<file path="src/hdl/serial_fifo_with_crc16_unit_defines.svh">
// Assertion macros for the serial FIFO with CRC-16 unit.
`ifndef SERIAL_FIFO_WITH_CRC16_UNIT_DEFINES_SVH
`define SERIAL_FIFO_WITH_CRC16_UNIT_DEFINES_SVH

`ifndef ASSERT_OFF
`define SFC_ASSERT(lbl, prop) \
  lbl: assert property (@(posedge clk_i) disable iff (!rst_ni) prop) \
    else $error("sfc assertion failed");
`define SFC_ASSERT_ALWAYS(lbl, prop) \
  lbl: assert property (@(posedge clk_i) prop) \
    else $error("sfc assertion failed");
`else
`define SFC_ASSERT(lbl, prop)
`define SFC_ASSERT_ALWAYS(lbl, prop)
`endif

`endif

</file>
<file path="src/hdl/sfc_pkg.sv">
// Shared types, item kind codes and CRC-16 fold for the serial FIFO unit.
package sfc_pkg;

  localparam logic [2:0] KIND_RX_BYTE  = 3'd0;
  localparam logic [2:0] KIND_HOST_RD  = 3'd1;
  localparam logic [2:0] KIND_HOST_WR  = 3'd2;
  localparam logic [2:0] KIND_TX_DONE  = 3'd3;
  localparam logic [2:0] KIND_FLUSH    = 3'd4;

  localparam logic [15:0] CRC_POLY = 16'hA001;
  localparam logic [15:0] CRC_INIT = 16'hFFFF;

  typedef struct packed {
    logic push;
    logic pop;
    logic flush;
  } fifo_cmd_t;

  function automatic logic [15:0] crc_fold(input logic [15:0] crc, input logic [7:0] b);
    logic [15:0] c;
    c = crc ^ {8'h00, b};
    for (int i = 0; i < 8; i++) begin
      if (c[0]) begin
        c = (c >> 1) ^ CRC_POLY;
      end else begin
        c = c >> 1;
      end
    end
    return c;
  endfunction

endpackage

</file>
<file path="src/hdl/sfc_fifo.sv">
// Byte FIFO with one write and one registered read port, holding DEPTH-1 bytes.
module sfc_fifo
  import sfc_pkg::*;
#(
  parameter int unsigned DEPTH = 64,
  localparam int unsigned AW = $clog2(DEPTH)
) (
  input  logic          clk_i,
  input  logic          rst_ni,
  input  fifo_cmd_t     cmd_i,
  input  logic [7:0]    wdata_i,
  output logic [AW-1:0] count_o,
  output logic          full_o,
  output logic          empty_o,
  output logic [7:0]    rdata_o
);

  logic [7:0]    mem [DEPTH];
  logic [AW-1:0] head_q, head_d, tail_q, tail_d;
  logic [AW-1:0] head_inc, tail_inc;
  logic [7:0]    rdata_q, wdata_q;
  logic          fwd_q;
  logic          we;

  assign head_inc = (head_q == AW'(DEPTH - 1)) ? '0 : head_q + 1'b1;
  assign tail_inc = (tail_q == AW'(DEPTH - 1)) ? '0 : tail_q + 1'b1;

  assign count_o = (head_q >= tail_q) ? head_q - tail_q
                 : AW'({1'b0, head_q} + (AW + 1)'(DEPTH) - {1'b0, tail_q});
  assign full_o  = (count_o >= AW'(DEPTH - 1));
  assign empty_o = (count_o == '0);
  assign we      = cmd_i.push && !full_o;

  always_comb begin
    head_d = head_q;
    tail_d = tail_q;
    if (cmd_i.flush) begin
      head_d = '0;
      tail_d = '0;
    end else begin
      if (we) begin
        head_d = head_inc;
      end
      if (cmd_i.pop) begin
        tail_d = tail_inc;
      end
    end
  end

  always_ff @(posedge clk_i or negedge rst_ni) begin
    if (!rst_ni) begin
      head_q <= '0;
      tail_q <= '0;
      fwd_q  <= 1'b0;
    end else begin
      head_q <= head_d;
      tail_q <= tail_d;
      fwd_q  <= we && (head_q == tail_d);
    end
  end

  always_ff @(posedge clk_i) begin
    if (we) begin
      mem[head_q] <= wdata_i;
    end
    rdata_q <= mem[tail_d];
    wdata_q <= wdata_i;
  end

  assign rdata_o = fwd_q ? wdata_q : rdata_q;

endmodule

</file>
<file path="src/hdl/serial_fifo_with_crc16_unit.sv">
// Top level of the serial front end: receive and transmit FIFOs with running CRC-16.
//
// channel   direction  handshake            payload
// command   in         start_i & !busy_o    kind_i, data_byte_i
// result    out        done_o (one cycle)   read_data_o .. overflow_o
//
// One item per cycle; its result strobes on done_o in the cycle after acceptance.
// Each item is decoded and applied to the FIFOs and CRC registers in the cycle it is accepted.
// busy_o is always low; the FIFO head byte is a registered read of the store.
// Reset clears pointers, busy flag and strobe and sets both CRCs to all ones.
// The receiver cannot stall; results are never held.
`include "serial_fifo_with_crc16_unit_defines.svh"

module serial_fifo_with_crc16_unit
  import sfc_pkg::*;
#(
  parameter int unsigned DEPTH = 64
) (
  input  logic        clk_i,
  input  logic        rst_ni,
  input  logic        start_i,
  output logic        busy_o,
  input  logic [2:0]  kind_i,
  input  logic [7:0]  data_byte_i,
  output logic        done_o,
  output logic [7:0]  read_data_o,
  output logic        read_valid_o,
  output logic [7:0]  send_byte_o,
  output logic        send_start_o,
  output logic [5:0]  rx_count_o,
  output logic [5:0]  tx_count_o,
  output logic [15:0] crc_rx_o,
  output logic [15:0] crc_tx_o,
  output logic        busy_res_o,
  output logic        overflow_o
);

  localparam int unsigned AW = $clog2(DEPTH);
  localparam int unsigned CW = (AW > 6) ? AW : 6;

  fifo_cmd_t     rx_cmd, tx_cmd;
  logic [AW-1:0] rx_count, tx_count;
  logic          rx_full, rx_empty, tx_full, tx_empty;
  logic [7:0]    rx_rdata, tx_rdata;
  logic [CW-1:0] rx_count_ext, tx_count_ext;

  logic [15:0]   rx_crc_q, rx_crc_d, tx_crc_q, tx_crc_d;
  logic          tx_busy_q, tx_busy_d;
  logic          done_q;
  logic [7:0]    read_data_q, read_data_d, send_byte_q, send_byte_d;
  logic          read_valid_q, read_valid_d, send_start_q, send_start_d;
  logic          overflow_q, overflow_d;
  logic          accept;
  logic [7:0]    tx_next;

  assign busy_o  = 1'b0;
  assign accept  = start_i && !busy_o;
  assign tx_next = tx_empty ? data_byte_i : tx_rdata;

  always_comb begin
    rx_cmd       = '0;
    tx_cmd       = '0;
    rx_crc_d     = rx_crc_q;
    tx_crc_d     = tx_crc_q;
    tx_busy_d    = tx_busy_q;
    read_data_d  = 8'h00;
    read_valid_d = 1'b0;
    send_byte_d  = 8'h00;
    send_start_d = 1'b0;
    overflow_d   = 1'b0;
    if (accept) begin
      case (kind_i)
        KIND_RX_BYTE: begin
          rx_cmd.push = 1'b1;
          overflow_d  = rx_full;
          rx_crc_d    = crc_fold(rx_crc_q, data_byte_i);
        end
        KIND_HOST_RD: begin
          if (!rx_empty) begin
            rx_cmd.pop   = 1'b1;
            read_data_d  = rx_rdata;
            read_valid_d = 1'b1;
          end
        end
        KIND_HOST_WR: begin
          tx_cmd.push = 1'b1;
          overflow_d  = tx_full;
          if (!tx_busy_q) begin
            tx_cmd.pop   = 1'b1;
            send_byte_d  = tx_next;
            send_start_d = 1'b1;
            tx_busy_d    = 1'b1;
            tx_crc_d     = crc_fold(tx_crc_q, tx_next);
          end
        end
        KIND_TX_DONE: begin
          tx_busy_d = !tx_empty;
          if (!tx_empty) begin
            tx_cmd.pop   = 1'b1;
            send_byte_d  = tx_rdata;
            send_start_d = 1'b1;
            tx_crc_d     = crc_fold(tx_crc_q, tx_rdata);
          end
        end
        KIND_FLUSH: begin
          rx_cmd.flush = 1'b1;
          tx_cmd.flush = 1'b1;
          tx_busy_d    = 1'b0;
        end
        default: begin
        end
      endcase
    end
  end

  always_ff @(posedge clk_i or negedge rst_ni) begin
    if (!rst_ni) begin
      rx_crc_q  <= CRC_INIT;
      tx_crc_q  <= CRC_INIT;
      tx_busy_q <= 1'b0;
      done_q    <= 1'b0;
    end else begin
      rx_crc_q  <= rx_crc_d;
      tx_crc_q  <= tx_crc_d;
      tx_busy_q <= tx_busy_d;
      done_q    <= accept;
    end
  end

  always_ff @(posedge clk_i or negedge rst_ni) begin
    if (!rst_ni) begin
      read_valid_q <= 1'b0;
      send_start_q <= 1'b0;
      overflow_q   <= 1'b0;
    end else begin
      read_valid_q <= read_valid_d;
      send_start_q <= send_start_d;
      overflow_q   <= overflow_d;
    end
  end

  always_ff @(posedge clk_i) begin
    read_data_q <= read_data_d;
    send_byte_q <= send_byte_d;
  end

  sfc_fifo #(.DEPTH(DEPTH)) u_rx_fifo (
    .clk_i   (clk_i),
    .rst_ni  (rst_ni),
    .cmd_i   (rx_cmd),
    .wdata_i (data_byte_i),
    .count_o (rx_count),
    .full_o  (rx_full),
    .empty_o (rx_empty),
    .rdata_o (rx_rdata)
  );

  sfc_fifo #(.DEPTH(DEPTH)) u_tx_fifo (
    .clk_i   (clk_i),
    .rst_ni  (rst_ni),
    .cmd_i   (tx_cmd),
    .wdata_i (data_byte_i),
    .count_o (tx_count),
    .full_o  (tx_full),
    .empty_o (tx_empty),
    .rdata_o (tx_rdata)
  );

  assign rx_count_ext = CW'(rx_count);
  assign tx_count_ext = CW'(tx_count);

  assign done_o       = done_q;
  assign read_data_o  = read_data_q;
  assign read_valid_o = read_valid_q;
  assign send_byte_o  = send_byte_q;
  assign send_start_o = send_start_q;
  assign rx_count_o   = rx_count_ext[5:0];
  assign tx_count_o   = tx_count_ext[5:0];
  assign crc_rx_o     = rx_crc_q;
  assign crc_tx_o     = tx_crc_q;
  assign busy_res_o   = tx_busy_q;
  assign overflow_o   = overflow_q;

  `SFC_ASSERT(a_done_follows_start, accept |=> done_o)
  `SFC_ASSERT(a_no_spurious_done, !accept |=> !done_o)
  `SFC_ASSERT(a_send_sets_busy, send_start_o |-> busy_res_o)
  `SFC_ASSERT(a_ovf_only_on_push, accept && kind_i != KIND_RX_BYTE && kind_i != KIND_HOST_WR |=> !overflow_o)
  `SFC_ASSERT_ALWAYS(a_read_in_result, read_valid_o |-> done_o)

endmodule

</file>
<file path="config.mk">
export PLATFORM = sky130hd
export DESIGN_NAME = serial_fifo_with_crc16_unit
export DESIGN_NICKNAME = d
export VERILOG_FILES = /design/src/hdl/sfc_pkg.sv /design/src/hdl/sfc_fifo.sv /design/src/hdl/serial_fifo_with_crc16_unit.sv
export VERILOG_INCLUDE_DIRS = /design/src /design/src/hdl
export SDC_FILE = /design/constraint.sdc
export NUM_CORES = 2
export LEC_CHECK = 0
export ABC_AREA = 1
export BUFFER_PORTS_ARGS = -buffer_cell sky130_fd_sc_hd__buf_2
export CORE_AREA = 2 2 546 277
export CTS_BUF_LIST = sky130_fd_sc_hd__clkbuf_8
export CTS_CLUSTER_DIAMETER = 80
export CTS_CLUSTER_SIZE = 10
export DETAILED_ROUTE_END_ITERATION = 8
export DIE_AREA = 0 0 548 279
export SKIP_LAST_GASP = 1
export SLEW_MARGIN = 20
export SYNTH_ARGS = -nofsm -noshare
export SYNTH_HDL_FRONTEND = slang
export SYNTH_SLANG_ARGS = --single-unit
</file>
<file path="constraint.sdc">
create_clock -name clk_i -period 3.1 [get_ports clk_i]
set_input_delay 0.62 -clock clk_i [delete_from_list [all_inputs] [get_ports clk_i]]
set_output_delay 0.62 -clock clk_i [all_outputs]
set_load 0.02 [all_outputs]
</file>
# Yosys cells after proc, flatten, opt, wreduce, memory -nomap -nowiden
# Memories as Yosys holds them, arrays and structs flattened. A register that Yosys moved wholly into a read port is not among the register bits.
# Cells that the tools add are included.
[totals] ff_bits=87 latchBits=0 mem_bits_rw=1024 romBits=0 in_bits=14 output_inout_bits=66 wordCells=213 mem_count=2
[classes] add_sub_neg=10 multipliers=0 div=0 magnitude_cmp=4 eq_ne=12 shifts=0 n_mux=122 bitwise_logic=29 n_reduce_logical=18
[mem_list] memory="u_rx_fifo.mem" depth=64 width=8 rd=1 rd_ports_with_merged_regs=1 write_ports=1 line_no="sfc_fifo.sv:18" source="logic [7:0] mem [DEPTH];"
[mem_list] memory="u_tx_fifo.mem" depth=64 width=8 rd=1 rd_ports_with_merged_regs=1 write_ports=1 line_no="sfc_fifo.sv:18"
[ops] op="2-to-1 mux 16 bit" count=82
[ops] op="2-to-1 mux 6 bit" count=14
[ops] op="inverter 2 -> 3 bit" count=24
[ops] op="XOR 16 x 8 -> 16 bit" count=3
[ops] op="2-to-1 mux 8 bit" count=5
[ops] op="adder 6 x 1 -> 6 bit (second input constant)" count=6
[ops] op="one-hot mux 16 bit (2 select lines)" count=1
[ops] op="== test 6 bit (second input constant)" count=4
[ops] op="subtractor 6 bit" count=4
[ops] op="one-hot mux 8 bit (2 select lines)" count=1
[ops] op="2-to-1 mux 1 bit" count=14
[ops] op="== test 6 bit" count=2
[ops] op="greater-or-equal comparator 6 bit" count=2
[ops] op="greater-or-equal comparator 6 bit (second input constant)" count=2
[ops] op="logical NOT 6 bit" count=2
[ops] op="== test 3 x 2 -> 1 bit (second input constant)" count=2
[ops] op="2-to-1 mux 3 bit" count=2
[ops] op="nonzero test 2 bit" count=3
[ops] op="logical AND 1 bit" count=4
[ops] op="!= test 2 bit (second input constant)" count=2
[ops] op="one-hot mux 1 bit (2 select lines)" count=2
[ops] op="AND reduction 2 bit" count=2
[ops] op="AND reduction 4 bit" count=1
[ops] op="== test 3 x 1 -> 1 bit (second input constant)" count=1
[ops] op="other kinds (7)" count=10

# Logic depth before layout (Yosys ltp)
[depth] ltp_word=45 ltp_mapped=27 mapped_depth_nobuf=27

# Modules after synthesis
# A second synthesis with hierarchy kept.
[unflattened] cells_unflattened=5130 area_unflattened_um2=52171.3
[by_module_without_submodules] mod="sfc_fifo at u_rx_fifo" instances=1 cells_each=2440 area_each_um2=24862.6 seq_area_each_um2=16020.4
[by_module_without_submodules] mod="sfc_fifo at u_tx_fifo" instances=1 cells_each=2240 area_each_um2=24113.1 seq_area_each_um2=16020.4
[by_module_without_submodules] mod="serial_fifo_with_crc16_unit" instances=1 cells_each=450 area_each_um2=3195.6 seq_area_each_um2=1286.2

# Worst setup path after synthesis
# No wires, ideal clock.
[synth_path] path_type="register -> register" startpoint="register u_rx_fifo.head_q[0]" endpoint="memory u_rx_fifo.mem[48][0] (enable)" setup_ns=0.371 t_arrival_ns=3.020 required_ns=2.729 setup_slack_ns=-0.291 stages_incl_launch_ff=14 path_buffers=1 synth_period_minus_slack_ns=3.391 cell_sequence="dfrtp_1 > inv_1 > ha_1 > inv_1 > fa_1 > a21oi_1 > o21bai_2 > xor2_2 > nand3_1 > nand2_1 > inv_1 > clkbuf_1 > nand4_1 > nor2_1"
[synth_via] elab_chain_cells=8 elab_cells_between_ends=10 classes_between="3 x add/sub; 2 x order compare; 3 x mux; 2 x reduce/logical"
[synth_rtl] element="from (decl)" line_no="sfc_fifo.sv:19" source="logic [AW-1:0] head_q, head_d, tail_q, tail_d;"
[synth_rtl] element="from (signal assigned)" line_no="sfc_fifo.sv:52" source="head_q <= '0;"
[synth_rtl] element="from (signal assigned)" line_no="sfc_fifo.sv:56" source="head_q <= head_d;"
[synth_rtl] element="adder 6 x 1 -> 6 bit" line_no="sfc_fifo.sv:29" source=": AW'({1'b0, head_q} + (AW + 1)'(DEPTH) - {1'b0, tail_q});"
[synth_rtl] element="subtractor 6 bit" line_no="sfc_fifo.sv:29"
[synth_rtl] element="2-to-1 mux 6 bit (*)" line_no="sfc_fifo.sv:28" source="assign count_o = (head_q >= tail_q) ? head_q - tail_q"
[synth_rtl] element="net rx_count_o[4]" line_no="serial_fifo_with_crc16_unit.sv:30" source="output logic [5:0] rx_count_o,"
[synth_rtl] element="greater-or-equal comparator 6 bit (*)" line_no="sfc_fifo.sv:30" source="assign full_o = (count_o >= AW'(DEPTH - 1));"
[synth_rtl] element="logical NOT 1 bit (*)" line_no="sfc_fifo.sv:32" source="assign we = cmd_i.push && !full_o;"
[synth_rtl] element="logical AND 1 bit (*)" line_no="sfc_fifo.sv:32"
[synth_rtl] element="2-to-1 mux 1 bit (*)" line_no="sfc_fifo.sv:63" source="if (we) begin"
[synth_rtl] element="2-to-1 mux 1 bit (implied by the code) (*)" line_no="sfc_fifo.sv:64" source="mem[head_q] <= wdata_i;"
[synth_rtl] element="to (decl)" line_no="sfc_fifo.sv:18"
# Mark *: on every way through the listed nets, which the timed path passes. The rest lies on a longest branch.

# Final worst setup path
[layout_path] startpoint="register u_rx_fifo.head_q[0]" endpoint="register u_rx_fifo.rdata_q[1], read port of u_rx_fifo.mem"
[layout_via] elab_chain_cells=9 elab_cells_between_ends=11 classes_between="3 x add/sub; 1 x order compare; 6 x mux; 1 x reduce/logical"
[layout_rtl] element="adder 6 x 1 -> 6 bit" line_no="sfc_fifo.sv:29"
[layout_rtl] element="subtractor 6 bit" line_no="sfc_fifo.sv:29"
[layout_rtl] element="2-to-1 mux 6 bit (*)" line_no="sfc_fifo.sv:28"
[layout_rtl] element="logical NOT 6 bit (*)" line_no="sfc_fifo.sv:31" source="assign empty_o = (count_o == '0);"
[layout_rtl] element="2-to-1 mux 1 bit (*)" line_no="serial_fifo_with_crc16_unit.sv:79" source="if (!rx_empty) begin"
[layout_rtl] element="2-to-1 mux 1 bit (*)" line_no="serial_fifo_with_crc16_unit.sv:72" source="case (kind_i)"
[layout_rtl] element="2-to-1 mux 3 bit (*)" line_no="serial_fifo_with_crc16_unit.sv:71" source="if (accept) begin"
[layout_rtl] element="2-to-1 mux 6 bit (*)" line_no="sfc_fifo.sv:44" source="if (cmd_i.pop) begin"
[layout_rtl] element="2-to-1 mux 6 bit (*)" line_no="sfc_fifo.sv:37" source="if (cmd_i.flush) begin"
[layout_rtl] element="to (decl)" line_no="sfc_fifo.sv:21" source="logic [7:0] rdata_q, wdata_q;"
# Every way passes the cells marked *; elsewhere a longest branch is shown, timed or not.
# A chain may end at the register's enable or synchronous reset.

==> metrics.cfg <==
[drt]
route.detailed.drc = 0
wl_mm = 195
viasPerCell = 5.44
ant_nets = 0
drt_iter0_drc = 7074
wl_per_cell_um = 25.2
num_vias = 42100
first_pass_iters = 6

[floorplanning]
initial_utilization = 0.349
die_y_um = 279
die_area_um2 = 153000
ios = 80
rows = 100
core_area_um2 = 148000
fp.dieW_um = 548

[timing]
rsz0062_at_grt = true
fin_crit_sh = 1.13
timing.hold.ws_ns = 0.119
fmax_mhz = 286
finClkSkew_ns = 0.0369
tightest_slew_ns = 1.19
period_needed_ns = 3.50
hold_violations = 0
max-slew-margin-rel = 0.202
finalSetupViolCount = 302
worst_slack_ns = -0.400
slew_violations = 0

[critical_path]
crit_chain = inv_4 > ha_4 > inv_4 > fa_2 > a21oi_2 > o21bai_2 > xor2_2 > nor2_2 > nand2_4 > nand2_4 > buf_6 > nand2_4 > nand3_4 > inv_8 > buf_12 > buf_12 > buf_16 > nand3_1 > nand3_1 > nand3_1 > nand3_2 > nand3_2 > nand2_1
ff2ff_path_depth = 23
rrSetupSlack_ns = -0.40
endpoint_kind = register
crit_required_ns = 3.87
slowest_stage = dfrtp_2
path_buf_inv = 7
cp-start-kind = register
cp_slowest_stage_delay_ns = 0.43
cp.arrival_ns = 4.27
cp.depth = 23
critPathMaxFanout = 7
critPathTopFamily = simple AND/OR/NAND/NOR gates
crit_type = reg -> reg

[cts]
cts_root_buf = clkbuf_8
clockBufferDepth = 3
h-tree-depth = 4
clock_sinks = 1127
cts_tree = built
clk_pin_slew_ns = 0.08
numCtsBuffers = 130
clock_latency_ns = 0.89

[power_and_ir_drop]
clkPwrFrac = 0.186
p_sw_mw = 20.9
irDropWorstVdd_v = 0.000470
intPower_mw = 30.3
pwr-share-seq = 0.345
combPwrFrac = 0.469
power.density_nw_per_um2 = 760
p_sw_frac = 0.409
leakagePower_nw = 28.0

[synthesis]
yosysTopAreaCell = edfxtp_1
avgSynthCellArea_um2 = 10.1
ys_ff_latch = 1127
synth_most_common_cell = edfxtp_1
syn_area_um2 = 51600
synth_ff_type = edfxtp_1
syn_nets = 5121
synthCells = 5091
synth-edff-count = 1024
yosysSeqAreaShare = 0.643
yosys_warnings = 0
synth_top_area_frac = 0.596
yosys-top-cells-area = edfxtp_1 (60%), nand3_1 (9.2%), nand2_1 (7.1%)
synthTopCellsByCount = edfxtp_1 (1024), nand2_1 (975), nand3_1 (944)
async_reset_ff_frac = 0.0559
synth_cell_types = 51

[cells_and_area]
regArea_um2 = 33200
multi_input_area_um2 = 16800
drive_gt1_frac = 0.271
areaGrowthSynthToFinish_pct = 30.7
fillCellCount = 13400
nNetsFinal = 5733

[grt]
grt_first_pass_wirelength_mm = 269
grt_util_all_layers = 0.244
antenna_found_initial = 9
grt_overflow_total = 0
grt_pass1_vias = 37300
grt_max_degree = 102

[place]
dpl_worst_slack_ns = -0.575
gp_congestion = 0.972
hpwl_mm = 120
port_buffers = 78

[min_path]
hp-class = in -> reg
min_path_cells = 1

[outcome]
outcome = finished, violations left
violations = negative setup slack

[run]
maxCapViolations = 0

-- power by group through the flow --
stage / Combinational, mW / Clock, mW / Sequential, mW
after global placement: 16.7 / 0 / 17.9
after global routing: 25.0 / 10.2 / 17.7
after detailed placement: 16.8 / 0 / 18.0
final: 24.0 / 9.54 / 17.7
after CTS: 20.8 / 9.62 / 17.6
after floorplan: 9.00 / 0 / 18.0
-- timing repair --
action,4_1_cts,5_1_grt
resized for setup,499,476
gates cloned,38,21
pin swaps,104,159
endpoints found under the hold margin,31,0
setup endpoints to repair,928,975
buffers inserted,70,48
hold buffers,1,0
-- per-stage QoR --
stage          total power, mW  utilization  instance area [um2]  setup TNS, ns  instances
5_1_grt                   52.9        0.456                67400         -50.13       7745
4_1_cts                   48.0        0.437                64500          -6.93       7687
6_report                  51.2        0.456                67400         -12.42       7746
3_5_place_dp              34.8        0.395                58400        -111.61       7398
2_1_floorplan             27.0            -                51800         -10.49       5091
3_3_place_gp              34.7        0.395                58400         -88.42       7398
-- routing by layer --
layer / vias up / GRT usage / part of all wire
li1: 18400 / - / -
met1: 20500 / 0.402 / 0.46
met2: 3013 / 0.268 / 0.34
met3: 210 / 0.120 / 0.19
met4: 0 / 0.0428 / 0.013
met5: - / 0 / 0
-- worst register-to-register path, cell delays in order (launching register included) --
cell      delay (ns)
dfrtp_2         0.43
inv_4           0.09
ha_4            0.14
inv_4           0.03
fa_2            0.36
a21oi_2         0.17
o21bai_2        0.10
xor2_2          0.16
nor2_2          0.19
nand2_4         0.11
nand2_4         0.11
buf_6           0.11
nand2_4         0.04
nand3_4         0.18
inv_8           0.09
buf_12          0.14
buf_12          0.13
buf_16          0.15
nand3_1         0.08
nand3_1         0.13
nand3_1         0.19
nand3_2         0.10
nand3_2         0.11
nand2_1         0.06
-- flip-flops by register name, indices dropped and copies added, names as in the netlist, 6 cells and up --
name,count
crc_rx_o,16
crc_tx_o,16
read_data_o,8
send_byte_o,8
u_rx_fifo.head_q,6
u_rx_fifo.mem,512
u_rx_fifo.rdata_q,8
u_rx_fifo.tail_q,6
u_tx_fifo.head_q,6
u_tx_fifo.mem,512
u_tx_fifo.rdata_q,8
u_tx_fifo.tail_q,6
u_tx_fifo.wdata_q,8
-- worst paths after layout --
| path | start | end |
|---|---|---|
| worst min-delay path | data_byte_i[1] | u_rx_fifo.mem[52][1] |
| worst max register to register | u_rx_fifo.head_q[0] | u_rx_fifo.rdata_q[1] |
| min in group asynchronous | rst_ni | read_valid_o |
| max in group asynchronous | rst_ni | crc_tx_o[8] |
| worst max-delay path | u_rx_fifo.head_q[0] | u_rx_fifo.rdata_q[1] |
| worst min register to register | crc_rx_o[13] | crc_rx_o[5] |
-- kinds of logic (layout without fill, tap and decap cells) --
family                   Yosys count  count (layout)  synth area share
AO/OA/AOI/OAI                    186             186            0.0233
adder cells (fa/ha/maj)           16              16           0.00417
XOR/XNOR                          53              53           0.00929
buffers and inverters           1238            1899            0.0961
flip-flops                      1127            1127             0.643
other                              1               6         0.0000727
AND/OR/NAND/NOR                 2469            2469             0.224
multiplexers                       1               1          0.000194
-- final cells by class --
cell class | count | share of cell area
diodes | 5 | 0.000186
repair buffers | 772 | 0.136
repair inverters | 2 | 0.000241
flip-flops and latches | 1127 | 0.492
clock buffers | 133 | 0.0272
inverters | 944 | 0.0545
well taps | 1989 | 0.0369
clock inverters | 48 | 0.00345
multi-input cells | 2726 | 0.250
-- layout by cell type (no fill, tap or decap), types with 30 or more instances in the layout --
cell and n:
nand4_1 288, buf_4 370, dfstp_2 32, dfxtp_1 40, nand3b_1 34, inv_1 947, nor2_2 39, nor2_1 80
dfrtp_1 30, edfxtp_1 1024, buf_6 114, o21ai_0 43, buf_2 64, buf_12 113, nor2_4 58, nand2_2 48
clkbuf_8 133, buf_8 41, nand3_2 273, nand2_1 908, nand3_1 596, o211ai_1 62, buf_16 44, xor2_1 35
nand3_4 82
Note: power is estimated with default switching activity, not from simulation.
